===== config.mk =====
export PLATFORM = sky130hd
export DESIGN_NAME = chs_ctrl
export DESIGN_NICKNAME = d
export VERILOG_FILES = /design/src/rtl/chs_pkg.sv /design/src/rtl/chs_ctrl.sv
export SDC_FILE = /design/constraint.sdc
export NUM_CORES = 1
export LEC_CHECK = 0
export BUFFER_PORTS_ARGS = -buffer_cell sky130_fd_sc_hd__buf_2
export CORE_MARGIN = 2
export CORE_UTILIZATION = 46
export DETAILED_ROUTE_END_ITERATION = 10
export PLACE_DENSITY = 0.78
export RECOVER_POWER = 25
export SLEW_MARGIN = 0
export SYNTH_ARGS = -nofsm -noshare
export SYNTH_HDL_FRONTEND = slang
export SYNTH_SLANG_ARGS = --single-unit

===== constraint.sdc =====
create_clock -name i_clk -period 2.1 [get_ports i_clk]
set_input_delay 0.105 -clock i_clk [delete_from_list [all_inputs] [get_ports i_clk]]
set_output_delay 0.105 -clock i_clk [all_outputs]
set_load 0.1 [all_outputs]

===== src/rtl/chs_pkg.sv =====
// Shared constants, codes and control structures of the chained hash key set.
package chs_pkg;

    localparam int BUCKETS_DEF    = 64;
    localparam int POOL_NODES_DEF = 64;

    localparam int KEY_W    = 32;
    localparam int FUNC_W   = 2;
    localparam int STATUS_W = 2;
    localparam int BYTE_W   = 8;

    localparam logic [KEY_W-1:0] EMPTY_KEY = '1;
    localparam logic [KEY_W-1:0] HASH_SEED = KEY_W'(5381);

    localparam logic [FUNC_W-1:0] FN_ADD    = 2'd0;
    localparam logic [FUNC_W-1:0] FN_REMOVE = 2'd1;
    localparam logic [FUNC_W-1:0] FN_CLEAR  = 2'd2;
    localparam logic [FUNC_W-1:0] FN_NONE   = 2'd3;

    localparam logic [STATUS_W-1:0] ST_DONE = 2'd0;
    localparam logic [STATUS_W-1:0] ST_NOT  = 2'd1;
    localparam logic [STATUS_W-1:0] ST_FULL = 2'd2;

    typedef struct packed {
        logic load;
        logic hash_step;
        logic mod_step;
        logic walk_init;
        logic walk_eval;
        logic walk_adv;
        logic wr_empty_key;
        logic wr_rm_key;
        logic wr_new_node;
        logic wr_tail_link;
        logic clr_init;
        logic clr_step;
    } t_cmd;

    typedef struct packed {
        logic key_bad;
        logic match;
        logic link_ok;
        logic steps_done;
        logic have_empty;
        logic pool_full;
        logic clr_last;
    } t_stat;

endpackage


===== src/rtl/chs_ctrl.sv =====
// Controller state machine of the chained hash key set.
module chs_ctrl (
    input  logic                              i_clk,
    input  logic                              i_rst_n,
    input  logic                              i_start,
    input  logic [chs_pkg::FUNC_W-1:0]        i_func,
    input  chs_pkg::t_stat                    i_stat,
    output chs_pkg::t_cmd                     o_cmd,
    output logic                              o_busy,
    output logic                              o_strobe,
    output logic [chs_pkg::STATUS_W-1:0]      o_status
);
    import chs_pkg::*;

    localparam logic [2:0] S_IDLE  = 3'd0;
    localparam logic [2:0] S_HASH  = 3'd1;
    localparam logic [2:0] S_MOD   = 3'd2;
    localparam logic [2:0] S_FETCH = 3'd3;
    localparam logic [2:0] S_WALK  = 3'd4;
    localparam logic [2:0] S_FIN   = 3'd5;
    localparam logic [2:0] S_LINK  = 3'd6;
    localparam logic [2:0] S_CLEAR = 3'd7;

    logic [2:0]          r_state;
    logic [2:0]          n_state;
    logic [1:0]          r_cnt;
    logic [1:0]          n_cnt;
    logic [FUNC_W-1:0]   r_func;
    logic [FUNC_W-1:0]   n_func;
    logic                r_resp;
    logic                n_resp;
    logic                r_strobe;
    logic                n_strobe;
    logic [STATUS_W-1:0] r_status;
    logic [STATUS_W-1:0] n_status;
    t_cmd                w_cmd;

    always_comb begin
        n_state  = r_state;
        n_cnt    = r_cnt;
        n_func   = r_func;
        n_resp   = r_resp;
        n_strobe = 1'b0;
        n_status = r_status;
        w_cmd    = '0;
        case (r_state)
            S_IDLE: begin
                if (i_start) begin
                    n_func = i_func;
                    case (i_func)
                        FN_ADD, FN_REMOVE: begin
                            if (i_stat.key_bad) begin
                                n_strobe = 1'b1;
                                n_status = ST_NOT;
                            end else begin
                                w_cmd.load = 1'b1;
                                n_cnt      = '0;
                                n_state    = S_HASH;
                            end
                        end
                        FN_CLEAR: begin
                            w_cmd.clr_init = 1'b1;
                            n_resp         = 1'b1;
                            n_state        = S_CLEAR;
                        end
                        default: begin
                            n_strobe = 1'b1;
                            n_status = ST_NOT;
                        end
                    endcase
                end
            end
            S_HASH: begin
                w_cmd.hash_step = 1'b1;
                n_cnt           = r_cnt + 2'd1;
                if (r_cnt == 2'd3) begin
                    n_state = S_MOD;
                end
            end
            S_MOD: begin
                w_cmd.mod_step = 1'b1;
                n_cnt          = r_cnt + 2'd1;
                if (r_cnt == 2'd3) begin
                    n_state = S_FETCH;
                end
            end
            S_FETCH: begin
                w_cmd.walk_init = 1'b1;
                n_state         = S_WALK;
            end
            S_WALK: begin
                w_cmd.walk_eval = 1'b1;
                if (i_stat.match) begin
                    n_strobe = 1'b1;
                    n_state  = S_IDLE;
                    if (r_func == FN_ADD) begin
                        n_status = ST_NOT;
                    end else begin
                        w_cmd.wr_rm_key = 1'b1;
                        n_status        = ST_DONE;
                    end
                end else if (i_stat.link_ok && !i_stat.steps_done) begin
                    w_cmd.walk_adv = 1'b1;
                end else if (r_func == FN_ADD) begin
                    n_state = S_FIN;
                end else begin
                    n_strobe = 1'b1;
                    n_status = ST_NOT;
                    n_state  = S_IDLE;
                end
            end
            S_FIN: begin
                if (i_stat.have_empty) begin
                    w_cmd.wr_empty_key = 1'b1;
                    n_strobe           = 1'b1;
                    n_status           = ST_DONE;
                    n_state            = S_IDLE;
                end else if (i_stat.pool_full) begin
                    n_strobe = 1'b1;
                    n_status = ST_FULL;
                    n_state  = S_IDLE;
                end else begin
                    w_cmd.wr_new_node = 1'b1;
                    n_state           = S_LINK;
                end
            end
            S_LINK: begin
                w_cmd.wr_tail_link = 1'b1;
                n_strobe           = 1'b1;
                n_status           = ST_DONE;
                n_state            = S_IDLE;
            end
            S_CLEAR: begin
                w_cmd.clr_step = 1'b1;
                if (i_stat.clr_last) begin
                    n_state = S_IDLE;
                    if (r_resp) begin
                        n_strobe = 1'b1;
                        n_status = ST_DONE;
                    end
                end
            end
            default: begin
                n_state = S_IDLE;
            end
        endcase
    end

    always_ff @(posedge i_clk) begin
        if (!i_rst_n) begin
            r_state  <= S_CLEAR;
            r_cnt    <= '0;
            r_resp   <= 1'b0;
            r_strobe <= 1'b0;
        end else begin
            r_state  <= n_state;
            r_cnt    <= n_cnt;
            r_resp   <= n_resp;
            r_strobe <= n_strobe;
        end
    end

    always_ff @(posedge i_clk) begin
        r_func   <= n_func;
        r_status <= n_status;
    end

    assign o_cmd    = w_cmd;
    assign o_busy   = (r_state != S_IDLE);
    assign o_strobe = r_strobe;
    assign o_status = r_status;

endmodule


==> results of run 1 <==
through the flow:
step / area, µm² / setup TNS, ns
floorplan: 806 / -2.06
global placement: 990 / 0
detailed placement: 990 / 0
CTS: 1020 / 0
global route: 1010 / -0.0131
finish: 1010 / 0
registers in the layout, summed over array words and instances, names as in the netlist:
| register | count |
|---|---|
| r_state | 3 |
| r_func | 2 |
| r_cnt | 2 |
| o_status | 2 |
| r_resp | 1 |
| o_strobe | 1 |
layout make-up:
class / instances / area, µm²
Multi-Input combinational cell: 55 / 478
Inverter: 5 / 22.5
Clock buffer: 4 / 26.3
Tap cell: 16 / 20.0
Timing Repair Buffer: 29 / 203
Fill cell: 105 / 478
Sequential cell: 11 / 262
critical path, delay by kind of cell (launching register included):
kind | cells | cell delay (ns)
simple gates | 3 | 0.74
flops | 1 | 0.37
buf+inv | 3 | 0.54
worst paths after layout:
kind | from | to | slack [ns] | cells after the start
worst max register to register | r_state[1] | r_state[0] | 0.22 | 4
worst min-delay path | i_func[0] | r_func[0] | 0.06 | 1
worst max-delay path | r_state[2] | o_cmd[1] | 0.08 | 6
worst min register to register | r_resp | r_resp | 0.47 | 1
routing by layer:
layer	vias to the layer above	routed length, µm	global-route usage (%)
met5	-	0	0
met4	0	8	1.82
met3	2	119	7.50
met2	26	902	30.9
met1	319	656	24.3
li1	334	-	-
Yosys cell counts, types with 2 or more instances:
cell,n
and2_1,2
clkbuf_1,3
dfxtp_1,7
edfxtp_1,4
inv_1,5
nand2_1,6
nand2b_1,2
nor2_1,8
nor3_1,6
nor3b_1,3
o21a_1,2
o21ai_0,2
logic make-up after synthesis:
kind of cell	after synthesis
compound gates	12
xor+xnor	1
fa+ha+maj	1
buf+inv	10
flops	11
mux	3
simple gates	38
==> flow_metrics.env, run 1 <==
export IMPL_syn_avg_cell_area_um2=9.47
export IMPL_core_area_um2=1490
export IMPL_track_usage_pct=18.8
export IMPL_synth_main_ff_cell="dfxtp_1"
export IMPL_synth_top_family_by_area="simple AND/OR/NAND/NOR gates"
export IMPL_die_area_um2=1900
export IMPL_syn_to_final_growth_pct=40.5
export IMPL_drt_total_wl_um=1690
export IMPL_muxShareOfSynthArea_pct=5.04
export IMPL_place_ws_ns=0.233
export IMPL_rsz0062_at_grt="yes"
export IMPL_slew_viol_final=0
export IMPL_die_y_um=43.5
export IMPL_clk_insertion_delay_late_ns=0.27
export IMPL_cts_resized_gates=0
export IMPL_tritoncts="done"
export IMPL_final_antenna_net_count=0
export IMPL_nets=118
export IMPL_cts_root_buf="clkbuf_4"
export IMPL_drc=0
export IMPL_hp_class="input pin to register"
export IMPL_yosys_area_share_simple_pct=32.3
export IMPL_worst_pin_slew_ns=1.16
export IMPL_synthDominantCellAreaShare_pct=19.5
export IMPL_io_buffers=27
export IMPL_synth_warnings=0
export IMPL_cp_arrival_ns=1.91
export IMPL_worstPathRequired_ns=2.00
export IMPL_drt_initial_drc_count=13
export IMPL_most_common_layout_cells="buf_2 (20), nand2_1 (6), dfxtp_1 (6)"
export IMPL_synth_seq_cells=11
export IMPL_relSlewSlack_pct=22.9
export IMPL_cts_path_max_buffers=2
export IMPL_synth_edf_count=4
export IMPL_post_route_period_util_pct=96.1
export IMPL_vias=681
export IMPL_max_freq_ghz=0.495
export IMPL_crit_top_cell="buf_12"
export IMPL_grt_pass1_wl_um=2640
export IMPL_vias_per_cell=5.68
export IMPL_numCtsBuffers=3
export IMPL_crit_type="register to output pin"
export IMPL_hold_violations=0
export IMPL_drtPass1Iterations=4
export IMPL_die_x_um=43.5
export IMPL_gp_congestion=0.867
export IMPL_crit_path_end_kind="output pin"
export IMPL_ys_top_cells_by_area="dfxtp_1 (19%), edfxtp_1 (17%), nor3_1 (4.2%)"
export IMPL_yosysTopAreaCell="dfxtp_1"
export IMPL_cts_sinks=11
export IMPL_startpoint_type="register"
export IMPL_clk_pin_slew_ns=0.07
export IMPL_netlist_cell_type_count=38
export IMPL_slowest_delay_ns=0.37
export IMPL_whs_ns=0.0567
export IMPL_setup_ws_ns=0.0812
export IMPL_syn_cell_area_um2=719
export IMPL_final_util_pct=67.9
export IMPL_htree_levels=1
export IMPL_hpwl_um=1380
export IMPL_grt_pass1_vias=591
export IMPL_async_flop_share_pct=0
export IMPL_wl_per_cell_um=14.1
export IMPL_grt_overflow_total=0
export IMPL_synth_compound_area_share_pct=17.0
export IMPL_status="finished clean"
export IMPL_rows=14
export IMPL_cts_hold_buf=0
export IMPL_finClkSkew_ns=0.00205
export IMPL_cp_slowest_cell="dfxtp_1"
export IMPL_post_cts_buffers=0
export IMPL_yosys_area_share_xor_xnor_pct=1.22
export IMPL_maxCapViolations=0
export IMPL_grt_max_degree=15
export IMPL_antenna_found_initial=0
export IMPL_start_util_pct=48.3
export IMPL_setup_viol=0
export IMPL_syn_inst=76
export IMPL_drive_gt1_share_pct=47.1
export IMPL_diodes=0
export IMPL_dp_cells=116
export IMPL_num_io_pins=28
export IMPL_crit_chain="buf_12 > nor3_4 > clkinvlp_4 > nor3b_2 > and2_4 > buf_12"
export IMPL_synthAdderAreaFrac_pct=1.74
export IMPL_cp_max_fo=14
export IMPL_layout_commonest_cell="buf_2"
export IMPL_synth_seq_area_share_pct=36.2
export IMPL_stdcell_count=120
export IMPL_synthesis_nets=89
export IMPL_fin_crit_ns=2.02
Power of run 1 is not shown: default switching activity piles up to over one toggle a cycle in this logic, so the estimate is an artifact.
==> run 2, diff against run 1 <==
--- a/config.mk
+++ b/config.mk
@@ -8,6 +8,7 @@
 export BUFFER_PORTS_ARGS = -buffer_cell sky130_fd_sc_hd__buf_2
 export CORE_MARGIN = 2
 export CORE_UTILIZATION = 46
+export CTS_BUF_LIST = sky130_fd_sc_hd__clkbuf_16
 export DETAILED_ROUTE_END_ITERATION = 10
 export PLACE_DENSITY = 0.78
 export RECOVER_POWER = 25
==> flow_metrics.env, run 2 (synthesis gave the netlist of run 1 again) <==
export IMPL_status="finished clean"
export IMPL_grt_pass1_vias=614
export IMPL_slew_viol_final=0
export IMPL_cp_num_cells=6
export IMPL_numCtsBuffers=3
export IMPL_wl_per_cell_um=15.2
export IMPL_drc=0
export IMPL_critPathTopFamily="simple AND/OR/NAND/NOR gates"
export IMPL_post_route_period_util_pct=95.0
export IMPL_grt_pass1_wl_um=2800
export IMPL_r2r_end="r_state[0]"
export IMPL_tritoncts="done"
export IMPL_r2r_slack_ns=0.21
export IMPL_syn_to_final_growth_pct=47.7
export IMPL_max_freq_ghz=0.501
export IMPL_core_area_um2=1490
export IMPL_final_antenna_net_count=0
export IMPL_crit_type="register to output pin"
export IMPL_hp_start="i_func[0]"
export IMPL_io_buffers=27
export IMPL_fin_crit_ns=2.00
export IMPL_post_cts_buffers=0
export IMPL_drtPass1Iterations=4
export IMPL_htree_levels=1
export IMPL_vias_per_cell=5.68
export IMPL_hpwl_um=1380
export IMPL_critPathLaunch="r_state[2]"
export IMPL_worstPathRequired_ns=2.00
export IMPL_cts_resized_gates=0
export IMPL_start_util_pct=48.3
export IMPL_vias=681
export IMPL_die_x_um=43.5
export IMPL_crit_top_cell="buf_12"
export IMPL_die_y_um=43.5
export IMPL_finClkSkew_ns=0.00223
export IMPL_num_io_pins=28
export IMPL_dp_cells=116
export IMPL_diodes=0
export IMPL_drt_initial_drc_count=22
export IMPL_r2r_start="r_state[1]"
export IMPL_clk_pin_slew_ns=0.04
export IMPL_cp_slowest_cell="dfxtp_1"
export IMPL_largest_register="r_state"
export IMPL_rsz0062_at_grt="no"
export IMPL_layout_commonest_cell="buf_2"
export IMPL_rr_worst_depth=4
export IMPL_crit_buf_inv=3
export IMPL_grt_max_degree=15
export IMPL_fill_cells=104
export IMPL_drt_total_wl_um=1820
export IMPL_crit_end="o_cmd[1]"
export IMPL_cts_path_max_buffers=2
export IMPL_whs_ns=0.157
export IMPL_antenna_found_initial=0
export IMPL_hp_class="input pin to register"
export IMPL_track_usage_pct=20.5
export IMPL_tns_ns=0
export IMPL_crit_path_end_kind="output pin"
export IMPL_slowest_delay_ns=0.36
export IMPL_maxCapViolations=0
export IMPL_rows=14
export IMPL_cp_arrival_ns=1.89
export IMPL_drive_gt1_share_pct=46.2
export IMPL_final_util_pct=71.3
export IMPL_cts_hold_buf=0
export IMPL_startpoint_type="register"
export IMPL_gp_congestion=0.867
export IMPL_stdcell_count=120
export IMPL_die_area_um2=1900
export IMPL_most_common_layout_cells="buf_2 (19), nand2_1 (6), dfxtp_1 (6)"
export IMPL_grt_overflow_total=0
export IMPL_cp_max_fo=14
export IMPL_relSlewSlack_pct=22.9
export IMPL_worst_pin_slew_ns=1.16
export IMPL_largest_reg_flops=3
export IMPL_crit_chain="buf_12 > nor3_4 > clkinvlp_4 > nor3b_2 > and2_4 > buf_12"
export IMPL_hold_violations=0
export IMPL_clk_insertion_delay_late_ns=0.24
export IMPL_nets=118
export IMPL_cts_sinks=11
export IMPL_setup_viol=0
export IMPL_cts_root_buf="clkbuf_16"
run 2: cell types whose count changed in the layout (fill, tap and decap cells not counted):
cell and change:
inv_1 +1, clkbuf_4 -3, buf_2 -1, clkbuf_16 +3
run 2: per-stage QoR:
step / area [µm²] / setup WS [ns]
floorplan: 806 / -0.815
global placement: 990 / 0.275
detailed placement: 990 / 0.233
CTS: 1070 / 0.0873
global route: 1060 / 0.00724
finish: 1060 / 0.105
run 2: per-layer routing:
layer	track usage (%)	vias up	part of all wire [%]
li1	-	335	-
met1	25.1	328	40
met2	33.8	18	54
met3	8.75	0	5.9
met4	3.64	0	0
met5	0	-	0
run 2: layout make-up:
type	instances	area, µm²	share of cell area, %
inverter	5	22.5	2.12
multi-input combinational	55	478	45.0
tap	16	20.0	1.88
timing repair buffer	29	201	19.0
sequential	11	262	24.6
clock buffer	3	75.1	7.07
clock inverter	1	3.75	0.353
run 2: worst register-to-register path, delay by kind of cell, from the launching register on:
family             cells  cell delay, ns
and+or+nand+nor        1            0.62
AOI/OAI and AO/OA      2            0.48
muxes                  1            0.29
DFF                    1            0.39
run 2: worst min path at each step:
stage | to | slack (ns) | cells after the start
floorplan | r_func[0] | 0.20 | 0
global placement | r_func[0] | 0.32 | 1
detailed placement | r_func[0] | 0.33 | 1
CTS | r_func[0] | 0.08 | 1
global route | r_func[0] | 0.15 | 1
finish | r_func[0] | 0.16 | 1
Power of run 2 is left out for the same reason.
